==> config.mk <==
export PLATFORM = sky130hd
export DESIGN_NAME = piecewise_uniform_mixture_sampler_unit
export DESIGN_NICKNAME = d
export VERILOG_FILES = /design/src/puss_pkg.sv /design/src/puss_cfg_regs.sv /design/src/puss_sub_unit.sv /design/src/puss_scale.sv /design/src/piecewise_uniform_mixture_sampler_unit.sv
export SDC_FILE = /design/constraint.sdc
export NUM_CORES = 2
export LEC_CHECK = 0
export BUFFER_PORTS_ARGS = -buffer_cell sky130_fd_sc_hd__buf_2
export CORE_MARGIN = 3
export CORE_UTILIZATION = 40
export DETAILED_ROUTE_END_ITERATION = 16
export SYNTH_ARGS = -nofsm -noshare
export SYNTH_HDL_FRONTEND = slang
export SYNTH_SLANG_ARGS = --single-unit
==> constraint.sdc <==
create_clock -name clk_i -period 32.1 [get_ports clk_i]
set_input_delay 1.605 -clock clk_i [delete_from_list [all_inputs] [get_ports clk_i]]
set_output_delay 1.605 -clock clk_i [all_outputs]
set_load 0.005 [all_outputs]
==> src/puss_pkg.sv <==
package puss_pkg;

  // Table geometry
  localparam int EVENT_SLOTS = 4;
  localparam int SLOT_IDX_W  = 2;
  localparam int COUNT_W     = 3;

  // Field widths
  localparam int PROB_W = 16;
  localparam int VAL_W  = 24;
  localparam int QUOT_W = PROB_W + 1;

  // Configuration port
  localparam int CFG_IDX_W  = 3;
  localparam int CFG_DATA_W = 64;

  // Register indexes
  localparam logic [CFG_IDX_W-1:0] REG_EVENT_COUNT = 3'd0;
  localparam logic [CFG_IDX_W-1:0] REG_SLOT_BASE   = 3'd1;

  // One event of the table
  typedef struct packed {
    logic [PROB_W-1:0]       prob;
    logic signed [VAL_W-1:0] lo;
    logic signed [VAL_W-1:0] hi;
  } event_t;

  // Status of the shared subtract/compare unit
  typedef struct packed {
    logic [QUOT_W-1:0] diff;
    logic              ge;
    logic              gt;
  } sub_res_t;

endpackage

==> src/puss_cfg_regs.sv <==
module puss_cfg_regs (
  input  logic                                clk_i,
  input  logic                                rst_ni,
  input  logic                                cfg_we_i,
  input  logic [puss_pkg::CFG_IDX_W-1:0]      cfg_idx_i,
  input  logic [puss_pkg::CFG_DATA_W-1:0]     cfg_wdata_i,
  output logic [puss_pkg::COUNT_W-1:0]        event_count_o,
  output puss_pkg::event_t                    slots_o [puss_pkg::EVENT_SLOTS]
);
  import puss_pkg::*;

  logic [COUNT_W-1:0] event_count_q;
  event_t             slot_q [EVENT_SLOTS];

  // Hold the event count
  always_ff @(posedge clk_i or negedge rst_ni) begin
    if (!rst_ni) begin
      event_count_q <= COUNT_W'(1);
    end else if (cfg_we_i && (cfg_idx_i == REG_EVENT_COUNT)) begin
      event_count_q <= cfg_wdata_i[COUNT_W-1:0];
    end
  end

  // Hold the event slots; indexes past the table are dropped
  for (genvar i = 0; i < EVENT_SLOTS; i++) begin : g_slot
    always_ff @(posedge clk_i or negedge rst_ni) begin
      if (!rst_ni) begin
        slot_q[i] <= '0;
      end else if (cfg_we_i && (cfg_idx_i == CFG_IDX_W'(REG_SLOT_BASE + i))) begin
        slot_q[i] <= cfg_wdata_i;
      end
    end
    assign slots_o[i] = slot_q[i];
  end

  assign event_count_o = event_count_q;

endmodule

==> src/puss_sub_unit.sv <==
module puss_sub_unit (
  input  logic [puss_pkg::QUOT_W-1:0] a_i,
  input  logic [puss_pkg::QUOT_W-1:0] b_i,
  output puss_pkg::sub_res_t          res_o
);
  import puss_pkg::*;

  logic [QUOT_W:0] diff;

  // Subtract with borrow; borrow clear means a >= b
  assign diff       = {1'b0, a_i} - {1'b0, b_i};
  assign res_o.diff = diff[QUOT_W-1:0];
  assign res_o.ge   = ~diff[QUOT_W];
  assign res_o.gt   = ~diff[QUOT_W] && (diff[QUOT_W-1:0] != '0);

endmodule

==> src/puss_scale.sv <==
module puss_scale (
  input  logic                                clk_i,
  input  logic                                load_i,
  input  logic signed [puss_pkg::VAL_W-1:0]   lo_i,
  input  logic signed [puss_pkg::VAL_W-1:0]   hi_i,
  input  logic [puss_pkg::QUOT_W-1:0]         quot_i,
  output logic signed [puss_pkg::VAL_W-1:0]   value_o
);
  import puss_pkg::*;

  localparam int PROD_W = VAL_W + QUOT_W;

  logic signed [VAL_W:0]   span;
  logic                    span_neg;
  logic [VAL_W:0]          span_abs;
  logic [PROD_W-1:0]       prod_q;
  logic                    neg_q;
  logic [VAL_W:0]          off_mag;
  logic signed [VAL_W:0]   off;
  logic signed [VAL_W:0]   sum;

  // Span magnitude and sign
  assign span     = $signed({hi_i[VAL_W-1], hi_i}) - $signed({lo_i[VAL_W-1], lo_i});
  assign span_neg = span[VAL_W];
  assign span_abs = span_neg ? (~span + 1'b1) : span;

  // Register the product
  always_ff @(posedge clk_i) begin
    if (load_i) begin
      prod_q <= span_abs[VAL_W-1:0] * quot_i;
      neg_q  <= span_neg;
    end
  end

  // Drop the fraction, restore sign, add the lower bound
  assign off_mag = prod_q[PROD_W-1:PROB_W];
  assign off     = neg_q ? $signed(~off_mag + 1'b1) : $signed(off_mag);
  assign sum     = $signed({lo_i[VAL_W-1], lo_i}) + off;
  assign value_o = sum[VAL_W-1:0];

endmodule

==> src/piecewise_uniform_mixture_sampler_unit.sv <==
// After the accepting edge: a table walk with one slot compare per step over up to 4 slots,
// then 17 restoring division steps, 1 multiply, 1 add and 1 output load to a valid result
// word. A flat slot or an overrun skips the division and goes from the walk straight to
// the output load. One word in flight: a new draw is taken only while idle, and an output
// stall holds the output load. Compares and division share one 17-bit subtract/compare
// unit. Reset (async, active low): count 1, slots zero, no word.
module piecewise_uniform_mixture_sampler_unit (
  input  logic                                clk_i,
  input  logic                                rst_ni,
  input  logic                                in_valid_i,
  output logic                                in_stall_o,
  input  logic [15:0]                         uniform_draw_i,
  output logic                                out_valid_o,
  input  logic                                out_stall_i,
  output logic signed [23:0]                  sample_value_o,
  output logic [1:0]                          chosen_event_o,
  input  logic                                cfg_we_i,
  input  logic [puss_pkg::CFG_IDX_W-1:0]      cfg_idx_i,
  input  logic [puss_pkg::CFG_DATA_W-1:0]     cfg_wdata_i
);
  import puss_pkg::*;

  localparam logic [2:0] ST_IDLE = 3'd0;
  localparam logic [2:0] ST_WALK = 3'd1;
  localparam logic [2:0] ST_DIV  = 3'd2;
  localparam logic [2:0] ST_MUL  = 3'd3;
  localparam logic [2:0] ST_ADD  = 3'd4;
  localparam logic [2:0] ST_OUT  = 3'd5;

  localparam int DIV_STEPS = QUOT_W;
  localparam int STEP_W    = $clog2(DIV_STEPS);

  logic [COUNT_W-1:0]      event_count;
  event_t                  slots [EVENT_SLOTS];
  event_t                  cur;

  logic [2:0]              state_q, state_d;
  logic [QUOT_W-1:0]       rem_q, rem_d;
  logic [SLOT_IDX_W-1:0]   n_q, n_d;
  logic [SLOT_IDX_W-1:0]   last_q, last_d;
  logic [STEP_W-1:0]       step_q, step_d;
  logic [QUOT_W-1:0]       quot_q, quot_d;
  logic signed [VAL_W-1:0] res_q, res_d;
  logic                    out_valid_q;
  logic signed [VAL_W-1:0] out_value_q;
  logic [SLOT_IDX_W-1:0]   out_event_q;

  logic [QUOT_W-1:0]       op_a, op_b;
  sub_res_t                sub;
  logic                    mul_load;
  logic signed [VAL_W-1:0] scaled;
  logic                    flat;
  logic                    out_free;
  logic                    out_load;
  logic [SLOT_IDX_W-1:0]   last_idx;

  puss_cfg_regs u_cfg (
    .clk_i        (clk_i),
    .rst_ni       (rst_ni),
    .cfg_we_i     (cfg_we_i),
    .cfg_idx_i    (cfg_idx_i),
    .cfg_wdata_i  (cfg_wdata_i),
    .event_count_o(event_count),
    .slots_o      (slots)
  );

  puss_sub_unit u_sub (
    .a_i  (op_a),
    .b_i  (op_b),
    .res_o(sub)
  );

  puss_scale u_scale (
    .clk_i  (clk_i),
    .load_i (mul_load),
    .lo_i   (cur.lo),
    .hi_i   (cur.hi),
    .quot_i (quot_q),
    .value_o(scaled)
  );

  // Clamp the event count to 1..EVENT_SLOTS, kept as the last slot index
  always_comb begin
    if (event_count == '0) begin
      last_idx = '0;
    end else if (event_count > COUNT_W'(EVENT_SLOTS)) begin
      last_idx = SLOT_IDX_W'(EVENT_SLOTS - 1);
    end else begin
      last_idx = SLOT_IDX_W'(event_count - 1'b1);
    end
  end

  assign cur      = slots[n_q];
  assign flat     = (cur.lo == cur.hi) || (cur.prob == '0);
  assign out_free = !out_valid_q || !out_stall_i;

  // Sequencer and shared unit operand select
  always_comb begin
    state_d  = state_q;
    rem_d    = rem_q;
    n_d      = n_q;
    last_d   = last_q;
    step_d   = step_q;
    quot_d   = quot_q;
    res_d    = res_q;
    mul_load = 1'b0;
    out_load = 1'b0;
    op_a     = {1'b0, rem_q[PROB_W-1:0]};
    op_b     = {1'b0, cur.prob};

    case (state_q)
      ST_IDLE: begin
        if (in_valid_i) begin
          rem_d   = {1'b0, uniform_draw_i};
          n_d     = '0;
          last_d  = last_idx;
          state_d = ST_WALK;
        end
      end
      ST_WALK: begin
        if (sub.gt) begin
          rem_d = {1'b0, sub.diff[PROB_W-1:0]};
          if (n_q == last_q) begin
            // walked past the table: clamp to the last slot
            res_d   = flat ? cur.lo : cur.hi;
            state_d = ST_OUT;
          end else begin
            n_d = n_q + 1'b1;
          end
        end else if (flat) begin
          res_d   = cur.lo;
          state_d = ST_OUT;
        end else begin
          step_d  = '0;
          quot_d  = '0;
          state_d = ST_DIV;
        end
      end
      ST_DIV: begin
        // one restoring step: integer bit first, then 16 fraction bits
        op_a   = (step_q == '0) ? rem_q : {rem_q[PROB_W-1:0], 1'b0};
        rem_d  = sub.ge ? sub.diff : op_a;
        quot_d = {quot_q[QUOT_W-2:0], sub.ge};
        step_d = step_q + 1'b1;
        if (step_q == STEP_W'(DIV_STEPS - 1)) begin
          state_d = ST_MUL;
        end
      end
      ST_MUL: begin
        mul_load = 1'b1;
        state_d  = ST_ADD;
      end
      ST_ADD: begin
        res_d   = scaled;
        state_d = ST_OUT;
      end
      ST_OUT: begin
        if (out_free) begin
          out_load = 1'b1;
          state_d  = ST_IDLE;
        end
      end
      default: begin
        state_d = ST_IDLE;
      end
    endcase
  end

  // Control registers
  always_ff @(posedge clk_i or negedge rst_ni) begin
    if (!rst_ni) begin
      state_q     <= ST_IDLE;
      out_valid_q <= 1'b0;
    end else begin
      state_q <= state_d;
      if (out_load) begin
        out_valid_q <= 1'b1;
      end else if (!out_stall_i) begin
        out_valid_q <= 1'b0;
      end
    end
  end

  // Datapath registers
  always_ff @(posedge clk_i) begin
    rem_q  <= rem_d;
    n_q    <= n_d;
    last_q <= last_d;
    step_q <= step_d;
    quot_q <= quot_d;
    res_q  <= res_d;
    if (out_load) begin
      out_value_q <= res_q;
      out_event_q <= n_q;
    end
  end

  assign in_stall_o     = (state_q != ST_IDLE);
  assign out_valid_o    = out_valid_q;
  assign sample_value_o = out_value_q;
  assign chosen_event_o = out_event_q;

endmodule
==> reports/qor.txt <==
Status: finished clean
Full die area: 87100 um^2
Highest clock rate: 78.7 MHz
Die H: 295 um
Total Wirelength: 83500 um
FF-to-FF Start: n_q[0]$_SDFFCE_PN0P_
Initial antenna violation count: 8
Post-synth cell types: 90
Synthesized area per cell: 10.8 um^2
CTS root buf: clkbuf_16
Drt drc: 0
IO buf count: 115
Antenna violation net count after detailed routing: 0
Post-Syn Nets: 3699
Cell mode on critical path: fa_1
Post-synth top area share: 19.7%
Transition time of the tightest slew-check pin: 1.14 ns
Crit path max fanout: 31
Setup Viol. Count Final: 0
Synth top area cells: fa_1, dfrtp_1, edfxtp_1
EDFF count, synth: 118
Postcts setup bufs: 0
DIE WIDTH: 295 um
Final core utilization: 44.6%
Post-DP Area: 35300 um^2
Crit path buffers/inverters: 6
Share of layout cells above drive strength 1: 19.7%
Cell with the most instances after synthesis: inv_1
RSZ-0062 raised after global routing: no
Hold depth: 0
HPWL after detailed placement: 62400 um
Pre-CTS WS: 19.23 ns
Crit end category: flop
Largest stage delay, worst path: 0.80 ns
Synth Register Bits: 381
Register area share after synthesis: 30.3%
Setup WS post-layout: 19.40 ns
CTS Sinks: 381
Synthesized area: 33400 um^2
Synth async-reset ratio: 69.0%
H-tree depth: 2
Most common library cells after synthesis: inv_1, nand2_1, fa_1
Io pins: 116
Setup crit start: n_q[0]$_SDFFCE_PN0P_
Fin area: 36700 um^2
Crit path DAT: 12.99 ns
Row count: 105
Grt ovf: 0
Top_reg_cell synth: dfrtp_1
Hold wc startpoint: res_q[12]$_DFFE_PP_
CTS Hold Bufs: 0
Worst-path clk slew: 0.07 ns
Routed len/inst: 19.5 um
GPL Wtd Cong: 0.891
Gr usage total: 19.6%
Critical path data required time: 32.39 ns
Yosys top cell by area: fa_1
Vias: 22800
Drt pass-1 iters: 5
First-pass GRT wire length: 134000 um
Vias in the first global route: 23900
Largest net degree at the start of global routing: 180
CTS tree: yes
Hold/Removal Path Class: reg -> reg
Fillers: 7684
Setup TNS Final: 0 ns
Element type at the critical path start: flop
Max_slew headroom: 23.9%
Worst Hold End: sample_value_o[12]$_DFFE_PP_
Crit Path Category: reg -> reg
CTS max path bufs: 3
Post-CTS sizing: 0
Initial drt markers: 1377
Fraction of the cycle the final worst path needs: 39.6%
YS warnings: 0
CTS Buf Count: 39
Core ar.: 82400 um^2
Nets@finish: 3779
Critical path's top delay family: adder cells
Final hold violations: 0
Vias per cell: 5.32
Slowest-stage cell, CP: xor2_2
Final Skew: 0.0370 ns
Final Max Tran Viols: 0
Cells on worst reg2reg path: 33
Skew-Pair Late Insertion Delay: 0.57 ns
Initial Utilization: 40.6%
Number of max-cap violations: 0
Area delta synth->final: 9.85%
Mapped Cells: 3105
Reg-to-reg endpoint: u_scale.prod_q[39]$_DFFE_PN_
Min Clock Period, post-route: 12.70 ns
FF-to-FF setup slack: 19.40 ns
-- metal layers --
metal	up-vias	global-route usage, %	wire, um
met1	11700	26.5	37300
met5	-	0	20
li1	10500	-	-
met3	120	3.22	4350
met4	2	5.04	2070
met2	493	32.9	39800
-- sequential cells by signal (all words and copies together), names as in the netlist --
| register | count |
|---|---|
| state_q | 3 |
| rem_q | 17 |
| quot_q | 17 |
| u_cfg.slots_o | 256 |
| u_scale.prod_q | 24 |
| u_cfg.event_count_o | 3 |
| last_q | 2 |
| u_scale.neg_q | 1 |
| n_q | 2 |
| res_q | 24 |
| sample_value_o | 24 |
| step_q | 5 |
| chosen_event_o | 2 |
| out_valid_o | 1 |
-- placed cells by master, fill, tap and decap left out, types with 23 or more instances in the layout --
| cell | instances |
|---|---|
| mux4_2 | 64 |
| a21oi_1 | 67 |
| and2_1 | 137 |
| inv_1 | 445 |
| mux2_2 | 279 |
| mux2i_1 | 41 |
| nor2_1 | 99 |
| buf_4 | 58 |
| xor2_1 | 26 |
| fa_1 | 329 |
| nor2b_1 | 28 |
| nand2_1 | 362 |
| ha_1 | 177 |
| dfrtp_1 | 262 |
| and3_1 | 23 |
| o21ai_0 | 73 |
| clkbuf_16 | 42 |
| buf_2 | 114 |
| nor3_1 | 27 |
| edfxtp_1 | 118 |
| a21o_1 | 31 |
| xnor2_1 | 82 |
-- worst max path at each step --
stage	endpoint	slack, ns	cells past startpoint
after floorplan	u_scale.prod_q[39]$_DFFE_PN_	20.84	39
after global placement	u_scale.prod_q[39]$_DFFE_PN_	19.36	39
after detailed placement	u_scale.prod_q[39]$_DFFE_PN_	19.23	39
after CTS	u_scale.prod_q[39]$_DFFE_PN_	19.18	39
after global routing	u_scale.prod_q[39]$_DFFE_PN_	18.41	37
final	u_scale.prod_q[39]$_DFFE_PN_	19.40	33
-- cells by family (layout without fill, tap and decap cells) --
family | after synthesis | in the layout | share of synthesized area (%)
simple gates | 811 | 811 | 11.8
buf+inv | 581 | 692 | 6.88
fa+ha+maj | 506 | 506 | 26.3
mux | 384 | 384 | 14.9
flops | 381 | 381 | 30.3
compound gates | 326 | 326 | 6.61
xor+xnor | 116 | 116 | 3.10
other cells | 0 | 5 | 0
-- layout make-up --
class                      instances  area, um^2  area share, %
timing repair buffer             174        1040           2.83
multi-input combinational       2143       21100           57.6
sequential                       381       10100           27.6
clock buffer                      54        1140           3.09
tap                             1070        1340           3.65
clock inverter                    18         258          0.702
antenna                            5        12.5         0.0341
inverter                         446        1670           4.56
-- worst reg2reg max path, delay by kind of cell, from the launching register on --
family | cells | cell delay (ns)
multiplexers | 1 | 0.70
XOR/XNOR | 3 | 1.83
AO/OA/AOI/OAI | 10 | 2.91
flip-flops | 1 | 0.73
AND/OR/NAND/NOR | 5 | 1.15
adder cells (fa/ha/maj) | 8 | 3.64
buffers and inverters | 6 | 1.46
-- metrics by stage --
stage / std cells / hold slack, ns
after floorplan: 3105 / 0.400
after global placement: 4214 / 0.403
after detailed placement: 4214 / 0.407
after CTS: 4286 / 0.413
after global routing: 4287 / 0.425
final: 4291 / 0.417
Power is left out: the tool's default activity adds up to more than one toggle a clock period on the data nets, which glitch-free logic cannot reach.
